$ cat src/rtl/prbs16_pkg.sv
// Types, codes and LFSR step functions shared by the PRBS16 generator/checker.
`default_nettype none
package prbs16_pkg;

   localparam logic [1:0] OP_RESTART  = 2'd0;
   localparam logic [1:0] OP_GENERATE = 2'd1;
   localparam logic [1:0] OP_FOLLOW   = 2'd2;

   localparam logic [1:0] GEN_BIT   = 2'd0;
   localparam logic [1:0] GEN_BYTE  = 2'd1;
   localparam logic [1:0] GEN_WORD  = 2'd2;
   localparam logic [1:0] GEN_DWORD = 2'd3;

   localparam logic [4:0] RESYNC_WORD = 5'd16;
   localparam logic [4:0] RESYNC_BYTE = 5'd8;

   localparam logic [15:0] START_RESET = 16'h0001;

   typedef struct packed {
      logic [15:0] shift_reg;
      logic [31:0] fault_count;
      logic [4:0]  resync_bits;
   } state_type;

   typedef struct packed {
      logic [31:0] gen_value;
      logic        mismatch;
      logic [31:0] error_total;
   } result_type;

   function automatic logic [15:0] lfsr_step(input logic [15:0] value);
      logic fb;
      fb = value[0] ^ value[2] ^ value[3] ^ value[5];
      return {fb, value[15:1]};
   endfunction

   function automatic logic [15:0] lfsr_advance8(input logic [15:0] value);
      logic [15:0] acc;
      acc = value;
      for (int i = 0; i < 8; i++) begin
         acc = lfsr_step(acc);
      end
      return acc;
   endfunction

endpackage
`default_nettype wire

$ cat src/rtl/prbs16_next.sv
// Next-state and result logic for one PRBS16 request.
`default_nettype none
module prbs16_next (
   input  wire prbs16_pkg::state_type   state,
   input  wire logic [15:0]             start_value,
   input  wire logic [1:0]              op,
   input  wire logic [1:0]              gen_width,
   input  wire logic [7:0]              rx_byte,
   output prbs16_pkg::state_type        state_next,
   output prbs16_pkg::result_type       result
);

   logic [15:0] guarded;
   logic [15:0] adv1;
   logic [15:0] adv8;
   logic [15:0] adv16;
   logic [15:0] adv24;
   logic [15:0] adv32;
   logic [31:0] count_next;

   assign guarded = (state.shift_reg == 16'd0) ? 16'd1 : state.shift_reg;
   assign adv1    = prbs16_pkg::lfsr_step(guarded);
   assign adv8    = prbs16_pkg::lfsr_advance8(guarded);
   assign adv16   = prbs16_pkg::lfsr_advance8(adv8);
   assign adv24   = prbs16_pkg::lfsr_advance8(adv16);
   assign adv32   = prbs16_pkg::lfsr_advance8(adv24);

   always_comb begin
      state_next       = state;
      result.gen_value = 32'd0;
      result.mismatch  = 1'b0;
      count_next       = state.fault_count;
      case (op)
         prbs16_pkg::OP_RESTART: begin
            state_next.shift_reg   = (start_value == 16'd0) ? 16'd1 : start_value;
            state_next.fault_count = 32'd0;
            state_next.resync_bits = prbs16_pkg::RESYNC_WORD;
         end
         prbs16_pkg::OP_GENERATE: begin
            case (gen_width)
               prbs16_pkg::GEN_BIT: begin
                  state_next.shift_reg = adv1;
                  result.gen_value     = {31'd0, adv1[15]};
               end
               prbs16_pkg::GEN_BYTE: begin
                  state_next.shift_reg = adv8;
                  result.gen_value     = {24'd0, adv8[15:8]};
               end
               prbs16_pkg::GEN_WORD: begin
                  state_next.shift_reg = adv16;
                  result.gen_value     = {16'd0, adv16};
               end
               default: begin
                  state_next.shift_reg = adv32;
                  result.gen_value     = {adv16, adv32};
               end
            endcase
         end
         prbs16_pkg::OP_FOLLOW: begin
            if (state.resync_bits != 5'd0) begin
               state_next.shift_reg   = {rx_byte, state.shift_reg[15:8]};
               state_next.resync_bits = (state.resync_bits > prbs16_pkg::RESYNC_BYTE)
                  ? state.resync_bits - prbs16_pkg::RESYNC_BYTE : 5'd0;
            end else if (adv8[15:8] != rx_byte) begin
               state_next.shift_reg   = {rx_byte, 8'd0};
               state_next.resync_bits = prbs16_pkg::RESYNC_BYTE;
               count_next             = state.fault_count + 32'd1;
               state_next.fault_count = count_next;
               result.mismatch        = 1'b1;
            end else begin
               state_next.shift_reg = adv8;
            end
         end
         default: begin
            state_next = state;
         end
      endcase
      result.error_total = (op == prbs16_pkg::OP_RESTART) ? 32'd0 : count_next;
   end

endmodule
`default_nettype wire

$ cat config.mk
export PLATFORM = sky130hd
export DESIGN_NAME = prbs16_next
export DESIGN_NICKNAME = d
export VERILOG_FILES = /design/src/rtl/prbs16_pkg.sv /design/src/rtl/prbs16_next.sv
export SDC_FILE = /design/constraint.sdc
export NUM_CORES = 1
export LEC_CHECK = 0
export BUFFER_PORTS_ARGS = -buffer_cell sky130_fd_sc_hd__buf_2
export CAP_MARGIN = 20
export CORE_MARGIN = 2
export CORE_UTILIZATION = 48
export DETAILED_ROUTE_END_ITERATION = 10
export PLACE_DENSITY = 0.85
export SLEW_MARGIN = 10
export SYNTH_ARGS = -nofsm -noshare
export SYNTH_HDL_FRONTEND = slang
export SYNTH_SLANG_ARGS = --single-unit
$ cat constraint.sdc
create_clock -name vclk -period 3.1
set_input_delay 0.31 -clock vclk [all_inputs]
set_output_delay 0.31 -clock vclk [all_outputs]
set_load 0.005 [all_outputs]
**Word-level counts from Yosys, hierarchy flattened**

Cells that the tools add are included.

- Register bits: 0
- Input bits: 81
- Output and inout port bits: 118
- Word-level logic and storage cells: 129

- Add/subtract/negate cells: 2
- $lt $le $gt $ge: 1
- Equality and inequality tests: 5
- Multiplexer cells: 20
- Bitwise gates (word level): 96
- Reduce and logical (&&, ||, !) cells: 5

Operators by type and width:

| kind | count |
|---|---|
| $mux W32 | 6 |
| $pmux W16 S3 | 2 |
| $pmux W32 S3 | 1 |
| $xor A1 B1 Y1 | 96 |
| $pmux W37 S2 | 1 |
| $mux W16 | 4 |
| $mux W37 | 1 |
| $add A32 B1 Y32 const B | 1 |
| $logic_not A16 Y1 | 2 |
| $mux W5 | 2 |
| $ne A8 B8 Y1 | 1 |
| $gt A5 B4 Y1 const B | 1 |
| $reduce_bool A5 Y1 | 1 |
| $sub A5 B4 Y5 const B | 1 |
| $eq A2 B1 Y1 const B | 2 |
| $eq A2 B2 Y1 const B | 2 |
| $logic_not A2 Y1 | 2 |
| $mux W1 | 3 |

**Logic depth before layout (Yosys ltp)**

Gate-level depths: netlist of the first run.

- Word-level depth: 13
- Mapped depth: 9
- Gate-level depth less buffers: 7

**Worst setup path before layout of the first run**

No wires, ideal clock.

- Kind: input-to-output
- Start point: input port state[47] in the netlist's numbering
- End point: output port result[12] in the netlist's numbering
- Arrival: 2573 ps
- Required time: 2790 ps
- Path slack: 217 ps
- Cell stages on the path: 9
- Buffers on the path: 2
- Cells stage by stage: clkbuf_1 -> xnor2_1 -> xnor3_1 -> nand2_1 -> a2111oi_4 -> or2_1 -> buf_4 -> or3_1 -> o311ai_1

RTL lines:

| what | line | RTL |
|---|---|---|
| start, declared | prbs16_next.sv:4 | `input wire prbs16_pkg::state_type state,` |
| end, declared | prbs16_next.sv:10 | `output prbs16_pkg::result_type result` |

==> run_results.csv, run 1 <==
group,metric,value,unit
global_route,grt_start_max_net_pins,42,
floorplan,dieArea,8410,µm²
run,cap_violations,0,
worst_setup_path,path_buf_inv,2,
global_route,grt_pass1_wl,23.86,mm
timing,finalCritPeriodShare,0.9692,
power,power.density,259.3,nW/µm²
logic_synthesis,yosysUniqueCellTypes,62,
layout,utilization,0.6773,
timing,tightest_slew,738.1,ps
worst_setup_path,cp_max_fo,8,
min_path,hold_path.class,"in -> out",
placement,finalWeightedCongestion,1.051,
layout,layout-drive-gt1-share,0.3706,
worst_setup_path,setup.worst_path.start_class,"input port",
floorplan,die_h,91.71,µm
power,p_total,1.294,mW
worst_setup_path,cp.arrival,2690,ps
worst_setup_path,crit_family,"simple AND/OR/NAND/NOR gates",
global_route,grt_antenna_before_repair,0,
worst_setup_path,crit_slowest_cell,"xnor3_1",
timing,finalSetupViolCount,0,
routing,antenna_left,0,
clock_tree,post_cts_buffers,0,
routing,wirelength,15.42,mm
logic_synthesis,synth_area_leader_cell,"xnor2_1",
routing,drtIter0Drc,451,
global_route,grt-ovfl-total,0,
placement,io_buffers,199,
power,peakVddDrop,0.1773,mV
timing,finalHoldViolations,0,
power,leakagePower,2.430,nW
timing,finalCriticalPeriod,3005,ps
routing,drc,0,
layout,fillers,701,
layout,clockBufferCount,0,
worst_setup_path,crit_top_cell,"buf_2",
logic_synthesis,yosys-top-cells-area,"xnor2_1, xnor3_1, nor2_1",
timing,rsz0062_at_grt,"true",
global_route,grt.total_usage,0.3459,
floorplan,coreArea,7370,µm²
logic_synthesis,yosys.area.top_type_share,0.1447,
logic_synthesis,ys_seq_area_frac,0,
floorplan,fp-row-count,31,
global_route,grt_pass1_vias,4674,
layout,seqCellArea,0,µm²
floorplan,start_util,0.5010,
outcome,status,"finished clean",
worst_setup_path,crit_chain,"buf_2, xnor2_4, xnor3_1, nand4_1, a2111oi_4, or2_4, or3_1, o311ai_1, buf_2",
worst_setup_path,required,2790,ps
logic_synthesis,synth_fp_nets,621,
logic_synthesis,synth_most_common_cell,"nor2_1",
layout,layout.nets,818,
layout,diodes,0,
worst_setup_path,critPathKind,"in -> out",
logic_synthesis,yosys_warnings,0,
worst_setup_path,cp-end-kind,"output port",
timing,max_freq,0.3328,GHz
routing,drt-vias-per-instance,6.031,
layout,syn_to_final_growth,35.17,%
logic_synthesis,synthCells,539,
routing,vias,5024,
worst_setup_path,cpPeakStageDelay,430,ps
floorplan,die_x,91.71,µm
placement,hpwl,12.42,mm
layout,flops_and_latches,0,
routing,wl_per_cell,18.51,µm
logic_synthesis,syn_area_per_cell,6.850,µm²
logic_synthesis,synth_area,3692,µm²
timing,drv_slew,0,
routing,first_pass_iters,6,
floorplan,io_pins,199,
logic_synthesis,synth_common_cells,"nor2_1, xnor2_1, nand2_1",
timing,max-slew-margin-rel,0.5044,
==> tightest hold or removal path, cell delays in order <==
cell,delay [ps]
buf_2,80
nor2b_1,100
buf_2,110
==> timing repair <==
item / in CTS / in global routing
pin swaps: 0 / 1
gates resized for setup: 1 / 5
hold buffers: 0 / 0
setup endpoints to repair: 1 / 12
endpoints found under the hold margin: 0 / 0
==> cell usage in the layout (no fill, tap or decap), types with 5 or more instances in the layout <==
cell,count
o21ai_1,7
nand2_1,55
xnor2_1,61
o21ai_0,26
and3_1,14
nor4b_1,5
a21oi_1,25
nor2b_1,6
nor3_1,14
o211ai_1,7
a211oi_1,7
inv_1,17
mux2i_1,12
nand3_1,14
mux4_2,5
nand4_1,6
a211o_1,5
nor2_1,72
buf_4,42
or2_2,5
xor2_1,19
xnor3_1,16
buf_2,199
nor4_1,16
==> per-layer routing <==
layer	part of all wire	vias to the layer above	track usage
li1	-	2332	-
met5	0	-	0
met4	0.032	0	0.09701
met1	0.39	2309	0.4386
met2	0.48	328	0.6078
met3	0.099	55	0.05177
==> report_power, final <==
group	leakage [nW]	internal [mW]	total (mW)	switching, mW
combinational	2.43	0.621	1.29	0.673
sequential	0	0	0	0
clock	0	0	0	0
total	2.43	0.621	1.29	0.673
==> layout make-up <==
type | instances | area (µm²) | area share
Tap cell | 99 | 123.9 | 0.02482
Timing Repair Buffer | 242 | 1331 | 0.2667
Multi-Input combinational cell | 474 | 3468 | 0.6949
Inverter | 18 | 67.56 | 0.01354
==> per-stage QoR <==
stage,instances,area [µm²],setup TNS [ps],worst slack (ps),hold WS [ps]
after detailed placement,833,4962,0,8.117,914.5
after CTS,833,4974,0,25.51,914.5
after floorplan,539,3692,0,217.2,717.0
after global routing,833,4991,-5.668,-3.852,943.3
final,833,4991,0,95.48,912.8
after global placement,833,4962,0,72.93,920.0
==> cell families (layout without fill, tap and decap cells) <==
logic type               after synthesis  count (layout)  synth area share
AO/OA/AOI/OAI                        118             118            0.2193
adder cells (fa/ha/maj)                1               1          0.003388
AND/OR/NAND/NOR                      232             232            0.3074
multiplexers                          19              19           0.06913
XOR/XNOR                             104             104            0.3318
buffers and inverters                 65             260           0.06913
==> final timing paths <==
check / startpoint / depth (start not counted) / slack (ps) / endpoint
max: state[46] / 9 / 100 / result[12]
min: state[0] / 3 / 910 / state_next[0]
Power figures use the tool's default switching activity.
==> run 2, diff against run 1 <==
==> constraint.sdc (replaced) <==
create_clock -name vclk -period 3.1
set_input_delay 0.93 -clock vclk [all_inputs]
set_output_delay 0.93 -clock vclk [all_outputs]
set_load 0.005 [all_outputs]
==> run_results.csv, run 2 <==
group,metric,value,unit
logic_synthesis,synth_area,3692,µm²
placement,pre_cts_ws,-1273,ps
clock_tree,post_cts_buffers,45,
floorplan,die_x,91.71,µm
logic_synthesis,synth_fp_nets,621,
floorplan,start_util,0.5010,
floorplan,io_pins,199,
logic_synthesis,yosys-top-cells-area,"xnor2_1, xnor3_1, nor2_1",
logic_synthesis,yosys_warnings,0,
logic_synthesis,synthCells,539,
logic_synthesis,synth_area_leader_cell,"xnor2_1",
outcome,failed_stage,"clock tree synthesis",
logic_synthesis,yosys.area.top_type_share,0.1447,
logic_synthesis,syn_area_per_cell,6.850,µm²
logic_synthesis,ys_seq_area_frac,0,
logic_synthesis,synth_common_cells,"nor2_1, xnor2_1, nand2_1",
placement,io_buffers,199,
clock_tree,cts_resized,236,
placement,place_area,6397,µm²
floorplan,fp-row-count,31,
outcome,status,"stopped before the end",
logic_synthesis,yosysUniqueCellTypes,62,
clock_tree,cts_hold_buf,0,
outcome,error,"[ERROR DPL-0038] Utilization greater than 100%, impossible to legalize",
placement,hpwl,17.19,mm
logic_synthesis,synth_most_common_cell,"nor2_1",
placement,finalWeightedCongestion,1.019,
floorplan,die_h,91.71,µm
[run 2: cell counts after synthesis]
Identical to the previous run, type by type.
[run 2: stage by stage]
stage | std cells | setup TNS (ps) | util | hold slack [ps]
after floorplan | 539 | -56200 | - | 1936
after detailed placement | 973 | -96210 | 0.8681 | 2160
after global placement | 973 | -81720 | 0.8681 | 2153
[run 2: cell families after synthesis]
logic type | count (synthesis) | synth area share
AND/OR/NAND/NOR | 232 | 0.3074
AO/OA/AOI/OAI | 118 | 0.2193
XOR/XNOR | 104 | 0.3318
buffers and inverters | 65 | 0.06913
multiplexers | 19 | 0.06913
adder cells (fa/ha/maj) | 1 | 0.003388
==> run 3, diff against run 2 <==
--- a/config.mk
+++ b/config.mk
@@ -8,9 +8,9 @@
 export BUFFER_PORTS_ARGS = -buffer_cell sky130_fd_sc_hd__buf_2
 export CAP_MARGIN = 20
 export CORE_MARGIN = 2
-export CORE_UTILIZATION = 48
+export CORE_UTILIZATION = 40
 export DETAILED_ROUTE_END_ITERATION = 10
-export PLACE_DENSITY = 0.85
+export PLACE_DENSITY_LB_ADDON = 0.15
 export SLEW_MARGIN = 10
 export SYNTH_ARGS = -nofsm -noshare
 export SYNTH_HDL_FRONTEND = slang
==> run_results.csv, run 3 <==
group,metric,value,unit
logic_synthesis,synth-xor-area-share,0.3318,
logic_synthesis,yosys-top-cells-area,"xnor2_1, xnor3_1, nor2_1",
outcome,error,"[ERROR GRT-0232] Routing congestion too high. Check the congestion heatmap in the GUI.",
logic_synthesis,ys_seq_area_frac,0,
logic_synthesis,synth_fp_nets,621,
logic_synthesis,yosysUniqueCellTypes,62,
outcome,failed_stage,"global routing",
global_route,grt.total_usage,0.6630,
global_route,grt_start_max_net_pins,34,
placement,hpwl,15.34,mm
outcome,status,"stopped before the end",
logic_synthesis,synth_top_family_by_area,"XOR/XNOR gates",
logic_synthesis,synthSimpleGateAreaFrac,0.3074,
placement,io_buffers,199,
floorplan,die_x,100.1,µm
logic_synthesis,synth_mux_area_frac,0.06913,
placement,place_area,6510,µm²
floorplan,start_util,0.4054,
logic_synthesis,synth_area,3692,µm²
floorplan,die_h,100.1,µm
placement,finalWeightedCongestion,0.9875,
logic_synthesis,synthAdderAreaFrac,0.003389,
timing,worstEndpointType,"top-level output",
logic_synthesis,yosys.area.top_type_share,0.1447,
clock_tree,cts_hold_buf,0,
logic_synthesis,synthCells,539,
logic_synthesis,synth_area_leader_cell,"xnor2_1",
logic_synthesis,synth_common_cells,"nor2_1, xnor2_1, nand2_1",
logic_synthesis,synth_most_common_cell,"nor2_1",
logic_synthesis,syn_area_per_cell,6.850,µm²
floorplan,io_pins,199,
logic_synthesis,yosys_warnings,0,
global_route,grt-ovfl-total,1,
logic_synthesis,synth_compound_area_frac,0.2192,
timing,worst_endpoint,"state_next[41]",
floorplan,fp-row-count,35,
global_route,grt_antenna_before_repair,2,
## run 3: cell counts after synthesis
No cell type changed its count.
## run 3: per-layer routing
layer  overflow  track usage
met4          1       0.6776
met1          0       0.6618
met2          0       0.9174
met3          0       0.4018
met5          0      0.02051
## run 3: stage by stage
stage	util	std cells	hold slack, ps	TNS, ps	worst slack [ps]
floorplan	-	539	1936	-56200	-781.9
global placement	0.7147	994	2159	-90810	-1077
detailed placement	0.7147	994	2162	-93930	-1163
CTS	0.8545	1025	2166	-79650	-938.9
## run 3: timing repair
action | in CTS
gates resized for setup | 199
endpoints found under the setup margin | 107
pin swaps | 88
setup buffers | 38
## run 3: cell families after synthesis
logic type                 after synthesis
xor gates and xnor gates               104
muxes                                   19
AOI/OAI and AO/OA                      118
adders and majority gates                1
and+or+nand+nor                        232
buffers and inverters                   65
